**config.mk**
```make
export PLATFORM = sky130hd
export DESIGN_NAME = websocket_frame_unmasker_core
export DESIGN_NICKNAME = d
export VERILOG_FILES = /design/src/wsfu_pkg.sv /design/src/websocket_frame_unmasker_core.sv
export SDC_FILE = /design/constraint.sdc
export NUM_CORES = 1
export LEC_CHECK = 0
export ABC_AREA = 1
export ABC_CLOCK_PERIOD_IN_PS = 7020
export BUFFER_PORTS_ARGS = -buffer_cell sky130_fd_sc_hd__buf_2
export CAP_MARGIN = 20
export CORE_MARGIN = 2
export CORE_UTILIZATION = 50
export CTS_BUF_LIST = sky130_fd_sc_hd__clkbuf_4 sky130_fd_sc_hd__clkbuf_8 sky130_fd_sc_hd__clkbuf_16
export CTS_CLUSTER_SIZE = 20
export DETAILED_ROUTE_END_ITERATION = 8
export GPL_ROUTABILITY_DRIVEN = 0
export PLACE_DENSITY_LB_ADDON = 0.08
export SETUP_SLACK_MARGIN = 0.02
export SYNTH_ARGS = -nofsm -noshare
export SYNTH_HDL_FRONTEND = slang
export SYNTH_SLANG_ARGS = --single-unit
```
**constraint.sdc**
```tcl
create_clock -name clk -period 7.02 [get_ports clk]
set_input_delay 1.755 -clock clk [delete_from_list [all_inputs] [get_ports clk]]
set_output_delay 1.755 -clock clk [all_outputs]
set_load 0.05 [all_outputs]
```
**src/wsfu_pkg.sv**
```systemverilog
// wsfu_pkg: shared types and constants for the WebSocket frame unmasker.
// No dependencies; used by websocket_frame_unmasker_core.
package wsfu_pkg;

  // Header parse phase, one-hot
  typedef enum logic [5:0] {
    PH_FIRST   = 6'b000001,
    PH_SECOND  = 6'b000010,
    PH_EXT     = 6'b000100,
    PH_KEY     = 6'b001000,
    PH_PAYLOAD = 6'b010000,
    PH_RAW     = 6'b100000
  } phase_t;

  // Final status codes
  localparam logic [1:0] ST_OK         = 2'd0;
  localparam logic [1:0] ST_NOT_MASKED = 2'd1;
  localparam logic [1:0] ST_SHORT      = 2'd2;
  localparam logic [1:0] ST_MISMATCH   = 2'd3;

  // Extended length size codes
  localparam logic [1:0] EXT_NONE = 2'd0;
  localparam logic [1:0] EXT_16   = 2'd1;
  localparam logic [1:0] EXT_64   = 2'd2;

  // Header constants
  localparam int unsigned MASK_BIT_POS = 7;
  localparam logic [6:0]  LEN_IS_16    = 7'd126;
  localparam logic [6:0]  LEN_IS_64    = 7'd127;
  localparam logic [3:0]  KEY_BYTES    = 4'd4;
  localparam logic [3:0]  BASE_HDR_LEN = 4'd6;  // two fixed bytes + four key bytes

  localparam int unsigned OUT_TDATA_W = 16;

  // Bytes of extended length for a size code
  function automatic logic [3:0] ext_bytes(input logic [1:0] ext_size);
    logic [3:0] n;
    unique case (ext_size)
      EXT_16:  n = 4'd2;
      EXT_64:  n = 4'd8;
      default: n = 4'd0;
    endcase
    return n;
  endfunction

endpackage

```
**src/websocket_frame_unmasker_core.sv**
```systemverilog
// websocket_frame_unmasker_core: top level of the WebSocket frame unmasker.
// Output: the result of each input transaction is registered in the result register.
// Throughput: 1 byte per cycle unless the consumer stalls; each byte takes one pass through the header parser,
//   whose longest path is the 64-bit payload count increment and length compare.
// Reset: rst_n synchronous, active low; clears parse state and the result valid flag,
//   so the next byte is taken as the first header byte of a new frame.
// Depends on wsfu_pkg.
module websocket_frame_unmasker_core (
  input  logic        clk,
  input  logic        rst_n,
  // input channel
  input  logic        in_tvalid,
  output logic        in_tready,
  input  logic [7:0]  in_tdata,   // [7:0] byte_in
  input  logic        in_tlast,   // last_byte
  // result channel
  output logic        out_tvalid,
  input  logic        out_tready,
  output logic [wsfu_pkg::OUT_TDATA_W-1:0] out_tdata,
                                  // [7:0] byte_out, [9:8] status,
                                  // [13:10] payload_offset, [15:14] zero
  output logic        out_tlast   // last_out
);

  // ---------------------------------------------------------------------------
  // Parse state
  // ---------------------------------------------------------------------------
  wsfu_pkg::phase_t phase_r, phase_nxt;
  logic [3:0]  header_pos_r, header_pos_nxt;   // bytes taken in ext length or key
  logic [63:0] decl_len_r, decl_len_nxt;       // declared payload length
  logic [63:0] pay_cnt_r, pay_cnt_nxt;         // payload bytes seen
  logic [31:0] mask_key_r, mask_key_nxt;       // first key byte ends up in [31:24]
  logic [1:0]  ext_size_r, ext_size_nxt;

  // Result register
  logic        out_valid_r;
  logic [7:0]  out_byte_r, out_byte_nxt;
  logic        out_last_r;
  logic [1:0]  out_status_r, out_status_nxt;
  logic [3:0]  out_offset_r, out_offset_nxt;

  logic        in_accept;
  logic [7:0]  b;
  logic [6:0]  len7;
  logic [3:0]  pos_inc;
  logic        end_ok;
  logic [1:0]  status_c;
  logic [7:0]  key_byte;

  // The result register frees up whenever it is empty or being drained, so a
  // new byte enters every cycle unless the consumer stalls.
  assign in_tready = !out_valid_r || out_tready;
  assign in_accept = in_tvalid && in_tready;

  assign b       = in_tdata;
  assign len7    = b[6:0];
  assign pos_inc = header_pos_r + 4'd1;

  // Key byte for this payload byte: index 0 is the first key byte received
  always_comb begin
    unique case (pay_cnt_r[1:0])
      2'd0:    key_byte = mask_key_r[31:24];
      2'd1:    key_byte = mask_key_r[23:16];
      2'd2:    key_byte = mask_key_r[15:8];
      default: key_byte = mask_key_r[7:0];
    endcase
  end

  // ---------------------------------------------------------------------------
  // Header parser / unmasker, one byte per pass
  // ---------------------------------------------------------------------------
  always_comb begin
    phase_nxt      = phase_r;
    header_pos_nxt = header_pos_r;
    decl_len_nxt   = decl_len_r;
    pay_cnt_nxt    = pay_cnt_r;
    mask_key_nxt   = mask_key_r;
    ext_size_nxt   = ext_size_r;
    out_byte_nxt   = b;
    status_c       = wsfu_pkg::ST_OK;
    end_ok         = 1'b0;

    unique case (phase_r)
      wsfu_pkg::PH_FIRST: begin
        phase_nxt = wsfu_pkg::PH_SECOND;
        status_c  = wsfu_pkg::ST_SHORT;
      end
      wsfu_pkg::PH_SECOND: begin
        if (len7 == wsfu_pkg::LEN_IS_16) begin
          ext_size_nxt = wsfu_pkg::EXT_16;
          decl_len_nxt = '0;
        end else if (len7 == wsfu_pkg::LEN_IS_64) begin
          ext_size_nxt = wsfu_pkg::EXT_64;
          decl_len_nxt = '0;
        end else begin
          ext_size_nxt = wsfu_pkg::EXT_NONE;
          decl_len_nxt = {57'd0, len7};
        end
        header_pos_nxt = '0;
        if (!b[wsfu_pkg::MASK_BIT_POS]) begin
          phase_nxt = wsfu_pkg::PH_RAW;
          status_c  = wsfu_pkg::ST_NOT_MASKED;
        end else begin
          phase_nxt = (len7 == wsfu_pkg::LEN_IS_16 || len7 == wsfu_pkg::LEN_IS_64)
                      ? wsfu_pkg::PH_EXT : wsfu_pkg::PH_KEY;
          status_c  = wsfu_pkg::ST_SHORT;
        end
      end
      wsfu_pkg::PH_EXT: begin
        // network order: high byte first
        decl_len_nxt   = {decl_len_r[55:0], b};
        header_pos_nxt = pos_inc;
        if (pos_inc >= wsfu_pkg::ext_bytes(ext_size_r)) begin
          header_pos_nxt = '0;
          phase_nxt      = wsfu_pkg::PH_KEY;
        end
        status_c = wsfu_pkg::ST_SHORT;
      end
      wsfu_pkg::PH_KEY: begin
        mask_key_nxt   = {mask_key_r[23:0], b};
        header_pos_nxt = pos_inc;
        if (pos_inc >= wsfu_pkg::KEY_BYTES) begin
          header_pos_nxt = '0;
          phase_nxt      = wsfu_pkg::PH_PAYLOAD;
          end_ok         = 1'b1;  // frame may end here with an empty payload
        end else begin
          status_c = wsfu_pkg::ST_SHORT;
        end
      end
      wsfu_pkg::PH_PAYLOAD: begin
        // bytes past the declared length keep cycling the key
        out_byte_nxt = b ^ key_byte;
        pay_cnt_nxt  = pay_cnt_r + 64'd1;
        end_ok       = 1'b1;
      end
      default: begin  // PH_RAW: unmasked frame passes through
        phase_nxt = wsfu_pkg::PH_RAW;
        status_c  = wsfu_pkg::ST_NOT_MASKED;
      end
    endcase

    out_offset_nxt = '0;
    if (end_ok) begin
      status_c = (pay_cnt_nxt == decl_len_nxt) ? wsfu_pkg::ST_OK : wsfu_pkg::ST_MISMATCH;
    end

    // status and offset are only reported on the final byte
    if (in_tlast) begin
      out_status_nxt = status_c;
      if (end_ok) begin
        out_offset_nxt = wsfu_pkg::BASE_HDR_LEN + wsfu_pkg::ext_bytes(ext_size_r);
      end
    end else begin
      out_status_nxt = wsfu_pkg::ST_OK;
    end
  end

  // ---------------------------------------------------------------------------
  // State and result registers
  // ---------------------------------------------------------------------------
  always_ff @(posedge clk) begin
    if (!rst_n) begin
      phase_r      <= wsfu_pkg::PH_FIRST;
      header_pos_r <= '0;
      decl_len_r   <= '0;
      pay_cnt_r    <= '0;
      mask_key_r   <= '0;
      ext_size_r   <= wsfu_pkg::EXT_NONE;
    end else if (in_accept) begin
      if (in_tlast) begin
        // end of frame: back to reset values for the next frame
        phase_r      <= wsfu_pkg::PH_FIRST;
        header_pos_r <= '0;
        decl_len_r   <= '0;
        pay_cnt_r    <= '0;
        mask_key_r   <= '0;
        ext_size_r   <= wsfu_pkg::EXT_NONE;
      end else begin
        phase_r      <= phase_nxt;
        header_pos_r <= header_pos_nxt;
        decl_len_r   <= decl_len_nxt;
        pay_cnt_r    <= pay_cnt_nxt;
        mask_key_r   <= mask_key_nxt;
        ext_size_r   <= ext_size_nxt;
      end
    end
  end

  always_ff @(posedge clk) begin
    if (!rst_n) begin
      out_valid_r <= 1'b0;
    end else if (in_accept) begin
      out_valid_r <= 1'b1;
    end else if (out_tready) begin
      out_valid_r <= 1'b0;
    end
  end

  // payload of the result register, loaded on every input transaction
  always_ff @(posedge clk) begin
    if (in_accept) begin
      out_byte_r   <= out_byte_nxt;
      out_last_r   <= in_tlast;
      out_status_r <= out_status_nxt;
      out_offset_r <= out_offset_nxt;
    end
  end

  assign out_tvalid = out_valid_r;
  assign out_tlast  = out_last_r;
  assign out_tdata  = {2'b00, out_offset_r, out_status_r, out_byte_r};

  // ---------------------------------------------------------------------------
  // Assertions
  // ---------------------------------------------------------------------------
  // a last-byte transaction always returns the parser to the first header byte
  a_frame_restart: assert property (@(posedge clk) disable iff (!rst_n)
    (in_accept && in_tlast) |=> (phase_r == wsfu_pkg::PH_FIRST && pay_cnt_r == 64'd0))
    else $error("parser did not restart after last byte");

  // status and offset are zero on every non-final result
  a_status_only_on_last: assert property (@(posedge clk) disable iff (!rst_n)
    (out_valid_r && !out_last_r) |-> (out_status_r == wsfu_pkg::ST_OK && out_offset_r == 4'd0))
    else $error("status or offset reported on a non-final byte");

  // an offset is only reported with ok or mismatch status
  a_offset_status: assert property (@(posedge clk) disable iff (!rst_n)
    (out_valid_r && out_offset_r != 4'd0) |->
      (out_status_r == wsfu_pkg::ST_OK || out_status_r == wsfu_pkg::ST_MISMATCH))
    else $error("payload offset with short or unmasked status");

  // header position never runs past the longest extended length
  a_pos_range: assert property (@(posedge clk) disable iff (!rst_n)
    header_pos_r < 4'd8)
    else $error("header position out of range");

endmodule
```
Word-level counts from Yosys, hierarchy flattened --
Cells that the tools add are included. Widths: inputs -> output; s select.
Cells by class: equal/unequal tests 15, $lt $le $gt $ge 2, mux-type cells 37, reduce and logical (&&, ||, !) cells 15, $add $sub $neg 3, bitwise logic cells 1
Operators with widths (number):
- $mux 64 | 3
- $pmux 64 s2 | 1
- $add 64x1->64 const B | 1
- $eq 64x64->1 | 1
- $mux 32 | 2
- $pmux 6 s5 | 1
- $mux 4 | 7
- $mux 6 | 4
- $pmux 8 s3 | 1
- $mux 2 | 8
- $eq 7x7->1 const B | 2
- $mux 7 | 2
- $pmux 4 s3 | 1
- $mux 8 | 1
- $pmux 2 s4 | 1
- $pmux 4 s2 | 1
- $reduce_and 2->1 | 4
- $xor 8x8->8 | 1
- $eq 6x1->1 const B | 1
- $eq 6x2->1 const B | 1
- $eq 6x3->1 const B | 1
- $eq 6x4->1 const B | 1
- $eq 6x5->1 const B | 1
- $ne 3x3->1 const B | 2
- 17 further kinds | 24
Storage, ports and cells: word-level logic and storage cells 84, bits in registers 188, output and inout bits 19, input bits 13

Logic depth before layout (Yosys ltp) --
depth in word-level cells 7, mapped depth 20, gate-level depth less buffers 19

Worst setup path after synthesis --
No wires, ideal clock.
kind input -> output, start input out_tready, end output in_tready, cell stages on the path 2, buffers on the path 0, data arrival time 2136 ps, slack 3129 ps, data required time 5265 ps, cell sequence inv_1 > nand2_1
Between the ends: cells in the longest elaborated chain, start to end 1
RTL lines:
- start, declared | line websocket_frame_unmasker_core.sv:18 | input logic out_tready,
- $logic_or 1x1->1 | line websocket_frame_unmasker_core.sv:52 | assign in_tready = !out_valid_r || out_tready;
- end, declared | line websocket_frame_unmasker_core.sv:13 | output logic in_tready,
Every way passes these cells.

Final worst setup path --
Same ends and word-level chain as after synthesis.

==> run summary <==
outcome: completed
P_sw: 0.612 mW
clock tree sinks: 186
FMAX: 249 MHz
hold slack: 0.465 ns
RSZ-0062 raised after global routing: no
sequential fraction of the synthesis area: 33.1%
crit start category: input port
area of the multi-input gates: 0.00665 mm²
CTS buffer count: 17
crit path max fanout: 3
hold path start: decl_len_r[21]
Setup crit end kind: output pin
Die X: 157 µm
DRT Wirelength: 34500 µm
Reg-to-Reg End: out_status_r[1]
power density cells: 176 mW/mm²
core area: 0.0228 mm²
Max Root-Sink Buffers: 2
FP Rows: 55
Rel. slew slack: 38.0%
CTS Hold Bufs: 0
DR DRC count: 0
port bufs: 28
Seq pwr share: 49.0%
Leak: 4.51 nW
buffer count from post-CTS setup fixing: 0
r2r setup slk: 3.34 ns
clock share of power: 44.1%
Worst Skew: 0.0116 ns
Final min period: 4.02 ns
Via Count: 12070
Peak VDD IR: 0.000110 V
final worst slack: 3.00 ns
dpl hpwl: 24500 µm
initial antenna violation count: 0
count of different cell masters after synthesis: 39
Die H: 157 µm
Hold Path Stages: 2
Slew @ Worst Pin: 0.929 ns
vias in the first global route: 10515
FF+latch area: 0.00385 mm²
Worst Path Required: 5.27 ns
GR Util All Layers: 28.8%
dpl ws: 2.81 ns
critical path arrival: 2.26 ns
CTS root buf: clkbuf_16
launch point of the worst path: out_tready
fin nets: 1959
MaxCap Viol Count: 0
commonest non-fill, non-tap cell in the layout: nand2_1
die footprint: 0.0245 mm²
synthesized area: 0.0116 mm²
Final Slew Violations: 0
Internal Pwr Total: 1.59 mW
Net Sw Frac: 27.7%
clock latency at the later pin of the worst-skew pair: 0.44 ns
Via-to-Cell Ratio: 5.33
Mean Syn Cell Area: 5.96 µm²
GRT overflow: 0
Total Neg Setup Slack: 0 ns
setup violators final: 0
H-tree levels: 4
crit path kind: input port to output pin
Final Cycle Share: 57.2%
synthesized flop and latch total: 186
launching point of the worst reg2reg path: pay_cnt_r[1]
total placed cells including tap cells: 2231
IO Count: 32
Iteration-0 DRC Markers: 1343
Reg clk slew, reported paths: 0.07 ns
final std cells w/o fill: 2263
CTS-repair resized insts: 0
CTS tree: yes
Logic pwr share: 6.9%
Mapped Cells: 1956
antenna cells: 0
largest net degree at the start of global routing: 74
Initial DRT Pass Iterations: 6
Ys Warns: 0
Routed WL per cell: 15.3 µm
highest-count cells in the layout ignoring fill and taps: nand2_1, inv_1, a21oi_1
Final Hold Vio Count: 0
ANT nets after route: 0
worst r2r path cells: 16
hold crit path type: flip-flop to flip-flop
Layout area overhead: 7.65%
fin util: 55.1%
first-pass GRT wire length: 55900 µm
total of fill cells in the finished design: 2338
layout cells sized above 1: 5.74%
WHS Endpoint: decl_len_r[21]
Starting Density: 51.1%
registers in the layout, summed over array words and instances (netlist names):
| signal | flops |
|---|---|
| ext_size_r | 2 |
| header_pos_r | 4 |
| mask_key_r | 32 |
| phase_r | 6 |
| out_status_r | 2 |
| out_tlast | 1 |
| out_offset_r | 2 |
| out_byte_r | 8 |
| decl_len_r | 64 |
| pay_cnt_r | 64 |
| out_tvalid | 1 |
cells in the mapped netlist (all sizes together):
| cell type | n | share of area [%] |
|---|---|---|
| xnor2 | 8 | 0.60 |
| edfxtp | 13 | 3.4 |
| ha | 9 | 0.97 |
| dfxtp | 173 | 30 |
| nand3 | 144 | 6.4 |
| xor2 | 9 | 0.68 |
| a22oi | 1 | 0.064 |
| o21bai | 4 | 0.26 |
| o41ai | 1 | 0.075 |
| clkbuf | 61 | 2.0 |
| clkinv | 1 | 0.032 |
| nor2 | 173 | 6.3 |
| or2 | 5 | 0.27 |
| nand3b | 27 | 1.7 |
| inv | 226 | 7.3 |
| nor3 | 7 | 0.30 |
| buf | 17 | 0.85 |
| a32oi | 1 | 0.075 |
| nand2 | 773 | 25 |
| o211ai | 9 | 0.58 |
| o21a | 1 | 0.064 |
| a21oi | 184 | 7.9 |
| a41oi | 1 | 0.075 |
| a211oi | 5 | 0.32 |
| and2 | 4 | 0.21 |
| o22ai | 46 | 2.5 |
| nand4 | 22 | 1.2 |
| conb | 1 | 0.032 |
| o21ai | 30 | 1.3 |
cell type report:
class	count	area share [%]
Multi-Input combinational cell	1467	53.0
Sequential cell	186	30.7
Inverter	227	6.81
Clock buffer	19	3.61
Tap cell	313	3.12
Timing Repair Buffer	38	1.72
Clock inverter	13	0.998
per-layer routing:
layer  vias up  share of wire, %  global-route usage [%]
met2       399                42                    41.1
li1       6186                 -                       -
met3        25               6.9                    4.18
met5         -                 0                       0
met4         0               1.2                    6.25
met1      5460                50                    45.3
how the worst max path moves through the flow:
| stage | end | slack [ns] |
|---|---|---|
| global placement | out_status_r[1] | 2.76 |
| floorplan | in_tready | 3.13 |
| global route | header_pos_r[2] | 2.92 |
| detailed placement | phase_r[3] | 2.81 |
| CTS | in_tready | 3.00 |
| finish | in_tready | 3.00 |
per-stage QoR:
step / area, µm² / power, mW
global route: 12500 / 2.27
global placement: 12000 / 1.26
floorplan: 11700 / 1.21
finish: 12500 / 2.21
CTS: 12500 / 2.22
detailed placement: 12000 / 1.26
power by group through the flow:
stage | clock (mW) | sequential (mW) | combinational (mW)
2_1_floorplan | 0 | 1.12 | 0.0902
6_report | 0.974 | 1.08 | 0.152
5_1_grt | 1.03 | 1.08 | 0.163
3_3_place_gp | 0 | 1.11 | 0.151
4_1_cts | 0.990 | 1.08 | 0.151
3_5_place_dp | 0 | 1.11 | 0.151
cells by family after synthesis:
kind of cell | share of synthesized area (%)
buffers and inverters | 10.1
adder cells (fa/ha/maj) | 0.967
other | 0.0322
flip-flops | 33.1
AO/OA/AOI/OAI | 13.2
AND/OR/NAND/NOR | 41.3
XOR/XNOR | 1.28
critical path, cell delays in order:
cell and delay (ns):
buf_2 0.07, inv_1 0.03, nand2_1 0.12, buf_2 0.29
Power figures use the tool's default switching activity.
